`src/hdl/lmep_pkg.sv`:
```
// Package for the list-mode event word parser.
// Holds the result record type, the configuration bundle, register indexes,
// result kinds, status codes and header-length codes. No dependencies.
package lmep_pkg;

  localparam int CFG_ADDR_W = 3;

  localparam logic REG_SAT_ENERGY   = 1'b0;
  localparam logic REG_CRATE_STRIDE = 1'b1;

  localparam logic [1:0] KIND_EVENT  = 2'd0;
  localparam logic [1:0] KIND_TRACE  = 2'd1;
  localparam logic [1:0] KIND_STATUS = 2'd2;

  localparam logic [2:0] ST_OK        = 3'd0;
  localparam logic [2:0] ST_ZERO_LEN  = 3'd1;
  localparam logic [2:0] ST_BAD_HLEN  = 3'd2;
  localparam logic [2:0] ST_BAD_ELEN  = 3'd3;
  localparam logic [2:0] ST_STATS     = 3'd4;
  localparam logic [2:0] ST_EMPTY     = 3'd5;

  localparam logic [4:0] HL_STATS = 5'd1;
  localparam logic [4:0] HL_4     = 5'd4;
  localparam logic [4:0] HL_8     = 5'd8;
  localparam logic [4:0] HL_12    = 5'd12;
  localparam logic [4:0] HL_16    = 5'd16;

  localparam logic [15:0] SAT_ENERGY_RST   = 16'd16383;
  localparam logic [9:0]  CRATE_STRIDE_RST = 10'd100;

  typedef struct packed {
    logic [15:0] saturated_energy;
    logic [9:0]  crate_stride;
  } lmep_cfg_t;

  typedef struct packed {
    logic [1:0]  result_kind;
    logic [3:0]  channel;
    logic [3:0]  slot;
    logic [3:0]  crate;
    logic [15:0] module_id;
    logic [15:0] energy;
    logic [47:0] event_time;
    logic [15:0] cfd_time;
    logic [15:0] trace_length;
    logic [2:0]  flag_bits;
    logic [31:0] trace_pair;
    logic [2:0]  status;
  } lmep_result_t;

endpackage

```
`src/hdl/lmep_cfg_regs.sv`:
```
// Configuration registers of the list-mode event word parser.
// APB-style write and read of the saturated energy and the crate stride.
// Depends on lmep_pkg.
module lmep_cfg_regs (
  input  logic                           clk,
  input  logic                           rst_n,
  input  logic                           psel,
  input  logic                           penable,
  input  logic                           pwrite,
  input  logic [lmep_pkg::CFG_ADDR_W-1:0] paddr,
  input  logic [31:0]                    pwdata,
  output logic [31:0]                    prdata,
  output logic                           pready,
  output lmep_pkg::lmep_cfg_t            cfg
);

  logic [15:0] sat_energy_r;
  logic [9:0]  crate_stride_r;
  logic        wr_en;
  logic        reg_idx;

  assign pready  = 1'b1;
  assign wr_en   = psel && penable && pwrite;
  assign reg_idx = paddr[2];

  always_ff @(posedge clk) begin
    if (!rst_n) begin
      sat_energy_r   <= lmep_pkg::SAT_ENERGY_RST;
      crate_stride_r <= lmep_pkg::CRATE_STRIDE_RST;
    end else if (wr_en) begin
      unique case (reg_idx)
        lmep_pkg::REG_SAT_ENERGY:   sat_energy_r   <= pwdata[15:0];
        lmep_pkg::REG_CRATE_STRIDE: crate_stride_r <= pwdata[9:0];
        default: ;
      endcase
    end
  end

  always_comb begin
    unique case (reg_idx)
      lmep_pkg::REG_SAT_ENERGY:   prdata = {16'd0, sat_energy_r};
      lmep_pkg::REG_CRATE_STRIDE: prdata = {22'd0, crate_stride_r};
      default:                    prdata = 32'd0;
    endcase
  end

  assign cfg.saturated_energy = sat_energy_r;
  assign cfg.crate_stride     = crate_stride_r;

endmodule

```
`src/hdl/lmep_parser.sv`:
```
// Parse state machine of the list-mode event word parser.
// Holds the buffer and event counters and latched header words, and forms
// the result for the word in the input register. Depends on lmep_pkg.
module lmep_parser #(
  parameter int MAX_BUFFER_WORDS = 8192
) (
  input  logic                    clk,
  input  logic                    rst_n,
  input  logic                    step,
  input  logic [31:0]             word,
  input  logic                    start,
  input  lmep_pkg::lmep_cfg_t     cfg,
  output logic                    res_valid,
  output lmep_pkg::lmep_result_t  res
);

  localparam int BW = $clog2(MAX_BUFFER_WORDS + 1);

  typedef enum logic [3:0] {
    PH_LEN, PH_MOD, PH_H0, PH_H1, PH_H2, PH_H3, PH_TRACE, PH_SKIP, PH_DROP
  } phase_t;

  phase_t        phase_r, phase_nxt;
  logic [BW-1:0] buf_left_r, buf_left_nxt;
  logic [7:0]    module_r, module_nxt;
  logic [11:0]   ewl_r, ewl_nxt;
  logic [31:0]   w0_r, w0_nxt;
  logic [31:0]   w2_r, w2_nxt;
  logic [31:0]   tlow_r, tlow_nxt;

  logic [BW-1:0] len;
  logic [4:0]    hl_in, hl_st, hl_m4;
  logic [11:0]   el_in, el_st, trace_idx;
  logic [15:0]   tl, len_sum;
  logic [3:0]    crate;
  logic [13:0]   stride_prod;

  assign len   = (word > 32'(MAX_BUFFER_WORDS)) ? BW'(MAX_BUFFER_WORDS) : word[BW-1:0];
  assign hl_in = word[16:12];
  assign el_in = word[28:17];
  assign hl_st = w0_r[16:12];
  assign el_st = w0_r[28:17];
  assign hl_m4 = hl_st - lmep_pkg::HL_4;
  assign tl    = word[31:16];
  assign crate = w0_r[11:8];
  assign stride_prod = cfg.crate_stride * crate;
  assign len_sum     = {1'b0, tl[15:1]} + {11'd0, hl_st};
  assign trace_idx   = el_st - 12'd4 - ewl_r;

  always_comb begin
    phase_nxt    = phase_r;
    buf_left_nxt = buf_left_r;
    module_nxt   = module_r;
    ewl_nxt      = ewl_r;
    w0_nxt       = w0_r;
    w2_nxt       = w2_r;
    tlow_nxt     = tlow_r;
    res_valid    = 1'b0;
    res          = '0;

    if (start || phase_r == PH_LEN) begin
      if (word == 32'd0) begin
        phase_nxt       = PH_LEN;
        buf_left_nxt    = '0;
        res_valid       = 1'b1;
        res.result_kind = lmep_pkg::KIND_STATUS;
        res.status      = lmep_pkg::ST_ZERO_LEN;
      end else if (len <= BW'(2)) begin
        phase_nxt       = (len == BW'(2)) ? PH_MOD : PH_LEN;
        buf_left_nxt    = (len == BW'(2)) ? BW'(1) : '0;
        res_valid       = 1'b1;
        res.result_kind = lmep_pkg::KIND_STATUS;
        res.status      = lmep_pkg::ST_EMPTY;
      end else begin
        phase_nxt    = PH_MOD;
        buf_left_nxt = len - BW'(1);
      end
    end else begin
      unique case (phase_r)
        PH_MOD: begin
          module_nxt = word[7:0];
          phase_nxt  = PH_H0;
        end
        PH_H0: begin
          if (hl_in == lmep_pkg::HL_STATS) begin
            res_valid       = 1'b1;
            res.result_kind = lmep_pkg::KIND_STATUS;
            res.status      = lmep_pkg::ST_STATS;
            ewl_nxt         = (el_in != 12'd0) ? el_in - 12'd1 : 12'd0;
            phase_nxt       = (ewl_nxt != 12'd0) ? PH_SKIP : PH_H0;
          end else if (hl_in != lmep_pkg::HL_4 && hl_in != lmep_pkg::HL_8 &&
                       hl_in != lmep_pkg::HL_12 && hl_in != lmep_pkg::HL_16) begin
            res_valid       = 1'b1;
            res.result_kind = lmep_pkg::KIND_STATUS;
            res.status      = lmep_pkg::ST_BAD_HLEN;
            phase_nxt       = PH_DROP;
          end else begin
            w0_nxt    = word;
            phase_nxt = PH_H1;
          end
        end
        PH_H1: begin
          tlow_nxt  = word;
          phase_nxt = PH_H2;
        end
        PH_H2: begin
          w2_nxt    = word;
          phase_nxt = PH_H3;
        end
        PH_H3: begin
          res_valid = 1'b1;
          if (len_sum != {4'd0, el_st}) begin
            res.result_kind = lmep_pkg::KIND_STATUS;
            res.status      = lmep_pkg::ST_BAD_ELEN;
            ewl_nxt         = (el_st >= 12'd4) ? el_st - 12'd4 : 12'd0;
            phase_nxt       = (ewl_nxt != 12'd0) ? PH_SKIP : PH_H0;
          end else begin
            res.result_kind  = lmep_pkg::KIND_EVENT;
            res.channel      = w0_r[3:0];
            res.slot         = w0_r[7:4];
            res.crate        = crate;
            res.module_id    = 16'(module_r) + 16'(stride_prod);
            res.energy       = w0_r[30] ? cfg.saturated_energy : word[15:0];
            res.event_time   = {w2_r[15:0], tlow_r};
            res.cfd_time     = w2_r[31:16];
            res.trace_length = tl;
            res.flag_bits    = w0_r[31:29];
            res.status       = lmep_pkg::ST_OK;
            ewl_nxt          = el_st - 12'd4;
            phase_nxt        = (ewl_nxt != 12'd0) ? PH_TRACE : PH_H0;
          end
        end
        PH_TRACE: begin
          if (trace_idx >= {7'd0, hl_m4}) begin
            res_valid       = 1'b1;
            res.result_kind = lmep_pkg::KIND_TRACE;
            res.trace_pair  = word;
            res.status      = lmep_pkg::ST_OK;
          end
          ewl_nxt = (ewl_r != 12'd0) ? ewl_r - 12'd1 : 12'd0;
          if (ewl_nxt == 12'd0) begin
            phase_nxt = PH_H0;
          end
        end
        PH_SKIP: begin
          ewl_nxt = (ewl_r != 12'd0) ? ewl_r - 12'd1 : 12'd0;
          if (ewl_nxt == 12'd0) begin
            phase_nxt = PH_H0;
          end
        end
        default: phase_nxt = PH_DROP;
      endcase
      buf_left_nxt = (buf_left_r != '0) ? buf_left_r - BW'(1) : '0;
      if (buf_left_nxt == '0) begin
        phase_nxt = PH_LEN;
      end
    end
  end

  always_ff @(posedge clk) begin
    if (!rst_n) begin
      phase_r    <= PH_LEN;
      buf_left_r <= '0;
      module_r   <= '0;
      ewl_r      <= '0;
      w0_r       <= '0;
      w2_r       <= '0;
      tlow_r     <= '0;
    end else if (step) begin
      phase_r    <= phase_nxt;
      buf_left_r <= buf_left_nxt;
      module_r   <= module_nxt;
      ewl_r      <= ewl_nxt;
      w0_r       <= w0_nxt;
      w2_r       <= w2_nxt;
      tlow_r     <= tlow_nxt;
    end
  end

  a_buf_left_live: assert property (@(posedge clk) disable iff (!rst_n)
    phase_r != PH_LEN |-> buf_left_r != '0)
    else $error("parser is inside a buffer with no words left");

  a_event_words_live: assert property (@(posedge clk) disable iff (!rst_n)
    (phase_r == PH_SKIP || phase_r == PH_TRACE) |-> ewl_r != 12'd0)
    else $error("skip or trace phase with no event words left");

  a_event_from_h3: assert property (@(posedge clk) disable iff (!rst_n)
    step && res_valid && res.result_kind == lmep_pkg::KIND_EVENT
      |-> phase_r == PH_H3 && !start)
    else $error("event record formed outside header word 3");

  a_trace_advances: assert property (@(posedge clk) disable iff (!rst_n)
    step && !start && phase_r == PH_TRACE |=> ewl_r != $past(ewl_r) || phase_r == PH_LEN)
    else $error("trace phase did not consume an event word");

endmodule

```
`src/hdl/list_mode_event_word_parser_core.sv`:
```
// Top level of the list-mode event word parser.
// Input register, parse state machine, result register and configuration port.
// Depends on lmep_pkg, lmep_cfg_regs and lmep_parser.
//
//   channel  | handshake            | payload
//   ---------+----------------------+--------------------------------------
//   input    | in_valid / in_ready  | in_data_word, in_buffer_start
//   result   | out_valid/ out_ready | out_result_kind ... out_status
//   config   | psel/penable/pready  | paddr, pwdata, prdata (APB-style)
//
// One word is accepted per cycle while the result register is not stalled;
// a word passes the input register and the single decode stage, and any
// result enters the result register. Synchronous reset needs no clearing pass.
// A stalled result holds the decode stage, which then holds the input register.
module list_mode_event_word_parser_core #(
  parameter int MAX_BUFFER_WORDS = 8192
) (
  input  logic                            clk,
  input  logic                            rst_n,
  input  logic                            in_valid,
  output logic                            in_ready,
  input  logic [31:0]                     in_data_word,
  input  logic                            in_buffer_start,
  output logic                            out_valid,
  input  logic                            out_ready,
  output logic [1:0]                      out_result_kind,
  output logic [3:0]                      out_channel,
  output logic [3:0]                      out_slot,
  output logic [3:0]                      out_crate,
  output logic [15:0]                     out_module_id,
  output logic [15:0]                     out_energy,
  output logic [47:0]                     out_event_time,
  output logic [15:0]                     out_cfd_time,
  output logic [15:0]                     out_trace_length,
  output logic [2:0]                      out_flag_bits,
  output logic [31:0]                     out_trace_pair,
  output logic [2:0]                      out_status,
  input  logic                            psel,
  input  logic                            penable,
  input  logic                            pwrite,
  input  logic [lmep_pkg::CFG_ADDR_W-1:0] paddr,
  input  logic [31:0]                     pwdata,
  output logic [31:0]                     prdata,
  output logic                            pready
);

  lmep_pkg::lmep_cfg_t    cfg;
  lmep_pkg::lmep_result_t res;
  lmep_pkg::lmep_result_t out_r;
  logic                   res_valid;
  logic                   in_v_r;
  logic [31:0]            in_word_r;
  logic                   in_start_r;
  logic                   out_v_r;
  logic                   step;

  assign step     = in_v_r && (!out_v_r || out_ready);
  assign in_ready = !in_v_r || step;

  lmep_cfg_regs u_cfg (
    .clk     (clk),
    .rst_n   (rst_n),
    .psel    (psel),
    .penable (penable),
    .pwrite  (pwrite),
    .paddr   (paddr),
    .pwdata  (pwdata),
    .prdata  (prdata),
    .pready  (pready),
    .cfg     (cfg)
  );

  lmep_parser #(
    .MAX_BUFFER_WORDS (MAX_BUFFER_WORDS)
  ) u_parser (
    .clk       (clk),
    .rst_n     (rst_n),
    .step      (step),
    .word      (in_word_r),
    .start     (in_start_r),
    .cfg       (cfg),
    .res_valid (res_valid),
    .res       (res)
  );

  always_ff @(posedge clk) begin
    if (!rst_n) begin
      in_v_r  <= 1'b0;
      out_v_r <= 1'b0;
    end else begin
      if (in_ready) begin
        in_v_r <= in_valid;
      end
      if (step) begin
        out_v_r <= res_valid;
      end else if (out_ready) begin
        out_v_r <= 1'b0;
      end
    end
  end

  always_ff @(posedge clk) begin
    if (in_valid && in_ready) begin
      in_word_r  <= in_data_word;
      in_start_r <= in_buffer_start;
    end
    if (step && res_valid) begin
      out_r <= res;
    end
  end

  assign out_valid        = out_v_r;
  assign out_result_kind  = out_r.result_kind;
  assign out_channel      = out_r.channel;
  assign out_slot         = out_r.slot;
  assign out_crate        = out_r.crate;
  assign out_module_id    = out_r.module_id;
  assign out_energy       = out_r.energy;
  assign out_event_time   = out_r.event_time;
  assign out_cfd_time     = out_r.cfd_time;
  assign out_trace_length = out_r.trace_length;
  assign out_flag_bits    = out_r.flag_bits;
  assign out_trace_pair   = out_r.trace_pair;
  assign out_status       = out_r.status;

endmodule
```
`config.mk`:
```
export PLATFORM = sky130hd
export DESIGN_NAME = list_mode_event_word_parser_core
export DESIGN_NICKNAME = d
export VERILOG_FILES = /design/src/hdl/lmep_pkg.sv /design/src/hdl/lmep_cfg_regs.sv /design/src/hdl/lmep_parser.sv /design/src/hdl/list_mode_event_word_parser_core.sv
export SDC_FILE = /design/constraint.sdc
export NUM_CORES = 1
export LEC_CHECK = 0
export BUFFER_PORTS_ARGS = -buffer_cell sky130_fd_sc_hd__buf_2
export CAP_MARGIN = 20
export CORE_MARGIN = 5
export CORE_UTILIZATION = 40
export CTS_CLUSTER_DIAMETER = 120
export CTS_CLUSTER_SIZE = 28
export DETAILED_ROUTE_END_ITERATION = 16
export HOLD_SLACK_MARGIN = 0.08
export PLACE_DENSITY = 0.64
export SETUP_SLACK_MARGIN = 0.3
export SYNTH_ARGS = -nofsm -noshare
export SYNTH_HDL_FRONTEND = slang
export SYNTH_SLANG_ARGS = --single-unit
```
`constraint.sdc`:
```
create_clock -name clk -period 12.8 [get_ports clk]
set_input_delay 2.56 -clock clk [delete_from_list [all_inputs] [get_ports clk]]
set_output_delay 2.56 -clock clk [all_outputs]
set_load 0.03 [all_outputs]
```
# Word-level counts from Yosys, hierarchy flattened
# Cells that the tools add are included.
dict set report word_totals {
  reg_bits 359
  in_bits 75
  out_inout_bits 199
}
dict set report op_classes {
  add_sub_neg 9
  multipliers 1
  n_lt_le_gt_ge 4
  eq_ne 16
  n_mux 51
  n_bitwise 7
  n_reduce_logical 36
}
# operator count
set ops {}
lappend ops {{$mux 14} 5}
lappend ops {{$pmux 32 s2} 1}
lappend ops {{$mux 12} 5}
lappend ops {{$reduce_bool 12->1} 5}
lappend ops {{$pmux 12 s3} 1}
lappend ops {{$gt 32x14->1 const B} 1}
lappend ops {{$logic_not 32->1} 1}
lappend ops {{$mux 4} 8}
lappend ops {{$sub 14x1->14 const B} 2}
lappend ops {{$pmux 4 s6} 1}
lappend ops {{$sub 12x1->12 const B} 2}
lappend ops {{$mux 3} 7}
lappend ops {{$add 15x5->16} 1}
lappend ops {{$eq 4x3->1 const B} 4}
lappend ops {{$mux 16} 1}
lappend ops {{$mux 2} 8}
lappend ops {{$ne 16x12->1} 1}
lappend ops {{$add 8x14->15} 1}
lappend ops {{$eq 14x2->1 const B} 1}
lappend ops {{$le 14x2->1 const B} 1}
lappend ops {{$logic_not 14->1} 1}
lappend ops {{$mul 10x4->14} 1}
lappend ops {{$reduce_bool 14->1} 1}
lappend ops {{$ge 12x3->1 const B} 1}
lappend ops {{30 further kinds} 63}

# Longest topological paths before layout
# Gate-level depths: netlist of run 1.
dict set report logic_depth {
  depth_word 9
  mapped_depth 16
}

# By module
# A second synthesis of run 1 with hierarchy kept.
dict set report unflattened {
  hier_cells 1855
  hier_area_um2 18131.1
}
# module n_inst cells_each area_per_inst_um2
set modules_own_cells {}
lappend modules_own_cells {lmep_parser 1 1497 10686.5}
lappend modules_own_cells {list_mode_event_word_parser_core 1 210 6028.3}
lappend modules_own_cells {lmep_cfg_regs 1 148 1416.4}

# Worst setup path after synthesis of run 1
# OpenSTA, ideal clock, no wires.
dict set report synth_path {
  path_kind {register to register}
  startpoint {register in_word_r[17]}
  endpoint {register out_r (netlist bit out_cfd_time[0]) (enable)}
  t_arrival_ps 11012
  required_time_ps 12060
  slack_ps 1048
  path_stages_with_launch 15
  n_path_buf 3
  period_less_slack_ps 11752
  path_cell_list {edfxtp_1 -> clkbuf_1 -> or4_1 -> or2_2 -> nor3b_1 -> and2_1 -> buf_2 -> buf_2 -> nand2_1 -> inv_1 -> ha_1 -> o2111ai_1 -> nand2b_1 -> o21a_1 -> a21oi_1}
}
dict set report synth_via {
  elab_chain_len 7
}
# item line
set synth_rtl {}
lappend synth_rtl {{start: declaration} list_mode_event_word_parser_core.sv:52} ;# logic [31:0] in_word_r;
lappend synth_rtl {{start signal: assignment} list_mode_event_word_parser_core.sv:104} ;# in_word_r <= in_data_word;
lappend synth_rtl {{$gt 32x14->1} lmep_parser.sv:38} ;# assign len = (word > 32'(MAX_BUFFER_WORDS)) ? BW'(MAX_BUFFER_WORDS) : word[BW-1:0];
lappend synth_rtl {{$mux 14} lmep_parser.sv:38}
lappend synth_rtl {{$le 14x2->1} lmep_parser.sv:68} ;# end else if (len <= BW'(2)) begin
lappend synth_rtl {{$mux 1} lmep_parser.sv:68}
lappend synth_rtl {{$mux 1 *} lmep_parser.sv:62} ;# if (word == 32'd0) begin
lappend synth_rtl {{$mux 1 *} lmep_parser.sv:61} ;# if (start || phase_r == PH_LEN) begin
lappend synth_rtl {{$logic_and 1x1->1 *} list_mode_event_word_parser_core.sv:107} ;# if (step && res_valid) begin
lappend synth_rtl {{end signal: assignment} list_mode_event_word_parser_core.sv:108} ;# out_r <= res;
lappend synth_rtl {{end: declaration} list_mode_event_word_parser_core.sv:49} ;# lmep_pkg::lmep_result_t out_r;
# Mark *: on every way between the ends. The rest lies on a longest branch, timed or not.
# A chain may end at the register's enable or synchronous reset.

# Worst setup path after layout of run 1
dict set report layout_path {
  startpoint {register in_word_r[17]}
  endpoint {register out_r (netlist bit out_trace_pair[0]) (enable)}
}
# Same word-level chain as after synthesis.

==> flow_metrics.env, run 1 <==
export IMPL_core_area_um2=45400
export IMPL_finalHoldViolations=0
export IMPL_tightest_slew_ns=1.02
export IMPL_path_class="flip-flop to flip-flop"
export IMPL_worst_path_dominant_cell_family="simple AND/OR/NAND/NOR gates"
export IMPL_peakVddDrop_uv=66.5
export IMPL_cts_resized=0
export IMPL_wl_um=51200
export IMPL_antenna_cells=0
export IMPL_final_nets=2196
export IMPL_pre_cts_slack_ns=6.71
export IMPL_routed_via_density=5.31
export IMPL_antenna_found_initial=0
export IMPL_cts_setup_buffers=0
export IMPL_gp_congestion=0.892
export IMPL_io_pins=274
export IMPL_numCtsBuffers=16
export IMPL_die_x_um=224
export IMPL_drive_gt1_frac=0.168
export IMPL_crit_chain="or4_1 > or2_2 > nor3b_1 > and2_1 > nand2_1 > inv_1 > ha_1 > o2111ai_1 > nand2b_1 > o21a_1 > a21oi_4 > buf_4 > buf_4"
export IMPL_pwr_share_clk=0.303
export IMPL_clock_skew_final_ns=0.0461
export IMPL_syn_area_um2=18400
export IMPL_seqPwrFrac=0.628
export IMPL_grt_util_met3=0.0196
export IMPL_slew_headroom=0.322
export IMPL_r2r_start="in_word_r[17]$_DFFE_PP_"
export IMPL_hp_class="flip-flop to flip-flop"
export IMPL_grt_overflow=0
export IMPL_wl_per_cell_um=19.4
export IMPL_htree_levels=1
export IMPL_clk_pin_slew_worst_paths_ns=0.12
export IMPL_cts_hold_buf=0
export IMPL_crit_start="in_word_r[17]$_DFFE_PP_"
export IMPL_cts_tree="yes"
export IMPL_ys_seq_area_frac=0.497
export IMPL_finalCoreUtilization=0.450
export IMPL_async_flop_share=0
export IMPL_grt_start_max_net_pins=94
export IMPL_worst_path_max_delay_cell="buf_4"
export IMPL_yosys_cell_count_top_type="nand2_1"
export IMPL_combPwrFrac=0.069
export IMPL_synth_commonest_cells="nand2_1, edfxtp_1, a21oi_1"
export IMPL_drtAntennaViolNets=0
export IMPL_finalWorstSetupSlack_ns=6.62
export IMPL_clkSinkCount=358
export IMPL_stdcell_area_um2=20400
export IMPL_clk_latency_ns=0.55
export IMPL_synthFlopType="edfxtp_1"
export IMPL_p_per_area_nw_per_um2=98.3
export IMPL_status="finished, final reports clean"
export IMPL_yosysTopAreaCell="edfxtp_1"
export IMPL_grtUsageMet1=0.285
export IMPL_cp_common_cell="buf_4"
export IMPL_p_int_uw=1510
export IMPL_start_util=0.405
export IMPL_arrival_ns=6.32
export IMPL_max_cap_violations=0
export IMPL_critPathMaxStageDelay_ns=0.83
export IMPL_hold_start="u_parser.tlow_r[15]$_SDFFE_PN0P_"
export IMPL_synthCells=1873
export IMPL_reg2regPathDepth=13
export IMPL_p_switching_uw=490
export IMPL_post_place_cells=2620
export IMPL_setup_violations_final=0
export IMPL_synth_edf_count=196
export IMPL_drc_errors=0
export IMPL_grt_pass1_wl_um=78700
export IMPL_clockRootBuffer="clkbuf_16"
export IMPL_required_ns=12.94
export IMPL_dieArea_um2=50300
export IMPL_critPathLaunchType="flip-flop"
export IMPL_placed_area_um2=19900
export IMPL_grt_setup_unrepaired="no"
export IMPL_synth_area_leaders="edfxtp_1, dfxtp_1, nand2_1, and2_1, a21oi_1"
export IMPL_vias=14000
export IMPL_synthDominantCellAreaShare=0.321
export IMPL_finalCriticalPeriod_ns=6.18
export IMPL_switching_share=0.245
export IMPL_cts_max_path_buffers=3
export IMPL_cp_depth=13
export IMPL_port_buffers=237
export IMPL_fmax_mhz=162
export IMPL_die_y_um=224
export IMPL_drv_slew=0
export IMPL_min_period_over_period=0.483
export IMPL_grt_pass1_vias=13400
export IMPL_path_max_fanout=77
export IMPL_syn_to_final_growth_pct=11.1
export IMPL_nFillCells=4392
export IMPL_syn_avg_cell_area_um2=9.80
export IMPL_hold_depth=2
export IMPL_yosysWarnings=0
export IMPL_use_met2=0.318
export IMPL_yosysUniqueCellTypes=83
export IMPL_setup_tns_ns=0
export IMPL_grt_busiest_layer="met2"
export IMPL_drtIter0Drc=1250
export IMPL_cp_num_buf_inv=3
export IMPL_leakage_uw=0.00796
export IMPL_dp_hpwl_um=36000
export IMPL_dr_pass1_iters=5
export IMPL_layout_cells_non_filler=2646
export IMPL_yosys_register_bits=358
export IMPL_crit_path_end_kind="flip-flop"
export IMPL_num_rows=78
export IMPL_track_usage=0.196
-- power by group through the flow --
stage	sequential (uW)	combinational (uW)	clock [uW]
final	1260	138	608
after global routing	1260	151	669
after CTS	1260	137	633
after detailed placement	1290	136	0
after global placement	1280	135	0
after floorplan	1250	115	0
-- final timing paths --
| kind | slack (ns) | to |
|---|---|---|
| worst min register to register | 0.45 | u_parser.tlow_r[15]$_SDFFE_PN0P_ |
| worst max-delay path | 6.62 | out_trace_pair[0]$_SDFFCE_PP0P_ |
| worst max register to register | 6.62 | out_trace_pair[0]$_SDFFCE_PP0P_ |
| worst min-delay path | 0.45 | u_parser.tlow_r[15]$_SDFFE_PN0P_ |
-- worst register-to-register path: stages (launching register included) --
cell and delay [ns]:
edfxtp_1 0.63, or4_1 0.66, or2_2 0.35, nor3b_1 0.72
and2_1 0.65, nand2_1 0.16, inv_1 0.09, ha_1 0.16
o2111ai_1 0.21, nand2b_1 0.32, o21a_1 0.21, a21oi_4 0.13
buf_4 0.56, buf_4 0.86
-- cells by family after synthesis --
group / synth area share
simple gates: 0.215
flops: 0.497
xor+xnor: 0.0291
fa+ha+maj: 0.0668
buf+inv: 0.0490
other cells: 0.000409
compound gates: 0.119
mux: 0.0230
-- state kept, by name (all words and copies together) (netlist names), 2 cells and up --
signal,cells
out_event_time,48
u_parser.ewl_r,12
u_parser.w0_r,32
out_module_id,15
u_parser.phase_r,4
out_crate,4
u_cfg.crate_stride_r,10
out_result_kind,2
out_flag_bits,3
out_cfd_time,16
out_energy,16
u_cfg.sat_energy_r,16
out_status,3
out_trace_length,16
u_parser.buf_left_r,14
out_slot,4
out_trace_pair,32
u_parser.w2_r,32
out_channel,4
u_parser.module_r,8
in_word_r,32
u_parser.tlow_r,32
-- metal layers --
layer | share of wire | vias to the layer above
li1 | - | 6775
met1 | 0.46 | 6725
met2 | 0.46 | 486
met3 | 0.061 | 59
met4 | 0.023 | 0
met5 | 0 | -
-- per-stage QoR --
step           hold slack [ns]  total power [uW]
6_report                 0.455              2000
5_1_grt                  0.473              2080
4_1_cts                  0.457              2030
3_5_place_dp             0.442              1420
3_3_place_gp             0.437              1420
2_1_floorplan            0.432              1370
-- cell type report --
class,count,area [um^2],share of cell area
Clock buffer,24,452,0.0221
Tap cell,600,751,0.0368
Multi-Input combinational cell,1335,8430,0.413
Timing Repair Buffer,262,1380,0.0675
Inverter,65,246,0.0121
Clock inverter,2,10.0,0.000491
Sequential cell,358,9130,0.447
-- cells in the final DEF (no fill, tap or decap), drive strengths merged, types with 6 or more instances in the layout --
cell type,netlist,final
nand2,320,320
edfxtp,196,196
nor2b,17,17
a31oi,10,10
o22ai,12,12
buf,50,262
inv,64,65
fa,25,25
xnor2,45,45
clkbuf,83,24
nand3,53,53
a21o,18,18
nand2b,14,14
nor3,25,25
nand4,10,10
xor2,16,16
and3,7,7
nor3b,7,7
mux2i,31,31
nor4,12,12
conb,2,20
o21ai,51,51
o211ai,7,7
or4,7,7
nor4b,6,6
mux2,10,10
a21oi,168,168
nor2,119,119
o21bai,7,7
and2,146,146
dfxtp,162,162
ha,58,58
a211oi,10,10
a221oi,14,14
or3,12,12
(Power assumes the default switching activity.)
==> run 2, diff against run 1 <==
PLACE_DENSITY = 0.67   (was 0.64)
clock period = 5.6 ns   (was 12.8 ns; I/O delays follow)
==> run 2 against run 1 <==
Against the previous run: global-route usage grew 0.085 points; critical endpoint is now out_event_time[34]$_SDFFCE_PP0P_; utilization increased by 0.56 points; largest power group unchanged; clock skew decreased by 0.015 ns; die area stayed put; via count grew 0.71%; highest routed layer unchanged.
==> flow_metrics.env, run 2 (synthesis gave the netlist of run 1 again) <==
export IMPL_setup_violations_final=0
export IMPL_critPathMaxStageDelay_ns=0.78
export IMPL_largest_reg_flops=48
export IMPL_path_max_fanout=118
export IMPL_leakage_uw=0.00809
export IMPL_vias=14100
export IMPL_syn_to_final_growth_pct=12.5
export IMPL_final_common_cell="nand2_1"
export IMPL_placed_area_um2=20100
export IMPL_pwr_share_clk=0.316
export IMPL_core_area_um2=45400
export IMPL_p_int_uw=3520
export IMPL_switching_share=0.249
export IMPL_max_cap_violations=0
export IMPL_grt_pass1_vias=13600
export IMPL_cts_setup_buffers=0
export IMPL_dp_hpwl_um=36000
export IMPL_seqPwrFrac=0.613
export IMPL_p_per_area_nw_per_um2=227
export IMPL_cts_tree="yes"
export IMPL_grt_pass1_wl_um=79000
export IMPL_start_util=0.405
export IMPL_drtIter0Drc=1185
export IMPL_dr_pass1_iters=5
export IMPL_fmax_mhz=220
export IMPL_clk_latency_ns=0.55
export IMPL_clkSinkCount=358
export IMPL_clockRootBuffer="clkbuf_16"
export IMPL_worst_path_max_delay_cell="nor4_1"
export IMPL_layout_common_cells="nand2_1, buf_2, edfxtp_1"
export IMPL_dieArea_um2=50300
export IMPL_crit_chain="nor4_1 > nand3_1 > nor3b_4 > and2_4 > nand2_1 > ha_4 > o2111ai_4 > nand2b_4 > o21a_1 > a21oi_4 > buf_12"
export IMPL_gp_congestion=0.907
export IMPL_status="finished, final reports clean"
export IMPL_slew_headroom=0.318
export IMPL_antenna_cells=0
export IMPL_finalWorstSetupSlack_ns=1.05
export IMPL_required_ns=5.70
export IMPL_post_place_cells=2624
export IMPL_critPathLaunchType="flip-flop"
export IMPL_num_rows=78
export IMPL_cts_resized=0
export IMPL_combPwrFrac=0.071
export IMPL_wl_per_cell_um=19.3
export IMPL_finalCriticalPeriod_ns=4.55
export IMPL_die_x_um=224
export IMPL_stdcell_area_um2=20700
export IMPL_final_nets=2204
export IMPL_numCtsBuffers=17
export IMPL_drv_slew=0
export IMPL_drive_gt1_frac=0.177
export IMPL_drc_errors=0
export IMPL_htree_levels=1
export IMPL_io_pins=274
export IMPL_fin_total_pwr_uw=4690
export IMPL_grt_start_max_net_pins=119
export IMPL_port_buffers=237
export IMPL_clk_pin_slew_worst_paths_ns=0.12
export IMPL_crit_path_end_kind="flip-flop"
export IMPL_cts_max_path_buffers=3
export IMPL_layout_cells_non_filler=2656
export IMPL_grt_overflow=0
export IMPL_die_y_um=224
export IMPL_arrival_ns=4.65
export IMPL_path_class="flip-flop to flip-flop"
export IMPL_routed_via_density=5.33
export IMPL_hp_class="flip-flop to flip-flop"
export IMPL_wl_um=51300
export IMPL_track_usage=0.196
export IMPL_min_period_over_period=0.812
export IMPL_setup_tns_ns=0
export IMPL_grt_setup_unrepaired="no"
export IMPL_cts_hold_buf=0
export IMPL_p_switching_uw=1170
export IMPL_antenna_found_initial=2
export IMPL_pre_cts_slack_ns=1.23
export IMPL_finalHoldViolations=0
export IMPL_drtAntennaViolNets=0
export IMPL_peakVddDrop_uv=156
export IMPL_clock_skew_final_ns=0.0312
export IMPL_tightest_slew_ns=1.02
-- run 2: layout make-up --
class,count,area (um^2)
Clock buffer,26,480
Clock inverter,3,45.0
Tap cell,600,751
Fill cell,4269,24700
Timing Repair Buffer,269,1480
Sequential cell,358,9130
Inverter,65,246
Multi-Input combinational cell,1335,8530
-- run 2: path summary, 6_finish.rpt --
kind	start	to	slack (ns)	depth (start not counted)
max	in_word_r[26]$_DFFE_PP_	out_event_time[34]$_SDFFCE_PP0P_	1.05	11
min	u_parser.tlow_r[29]$_SDFFE_PN0P_	u_parser.tlow_r[29]$_SDFFE_PN0P_	0.46	2
max reg2reg	in_word_r[26]$_DFFE_PP_	out_event_time[34]$_SDFFCE_PP0P_	1.05	11
min reg2reg	u_parser.tlow_r[29]$_SDFFE_PN0P_	u_parser.tlow_r[29]$_SDFFE_PN0P_	0.46	2
-- run 2: routing by layer --
layer | vias up | wire length, um | track usage
met5 | - | 0 | 0
met4 | 0 | 1300 | 0.0503
met3 | 75 | 3410 | 0.0241
met2 | 534 | 23500 | 0.317
met1 | 6737 | 23100 | 0.283
li1 | 6799 | - | -
-- run 2: worst max-delay path, delay by kind of cell, from the launching register on --
| family | cells | cell delay (ns) |
|---|---|---|
| fa+ha+maj | 1 | 0.25 |
| compound gates | 3 | 0.58 |
| buf+inv | 1 | 0.21 |
| simple gates | 6 | 2.13 |
| flops | 1 | 0.63 |
-- run 2: through the flow --
stage	hold slack (ns)	util
after floorplan	0.432	-
after global placement	0.437	0.442
after detailed placement	0.442	0.442
after CTS	0.457	0.454
after global routing	0.477	0.455
final	0.455	0.455
-- run 2: power groups by stage --
stage,registers (uW),clock network (uW),logic (uW)
2_1_floorplan,2860,0,267
3_3_place_gp,2930,0,323
3_5_place_dp,2930,0,329
4_1_cts,2870,1540,331
5_1_grt,2880,1630,363
6_report,2870,1480,334
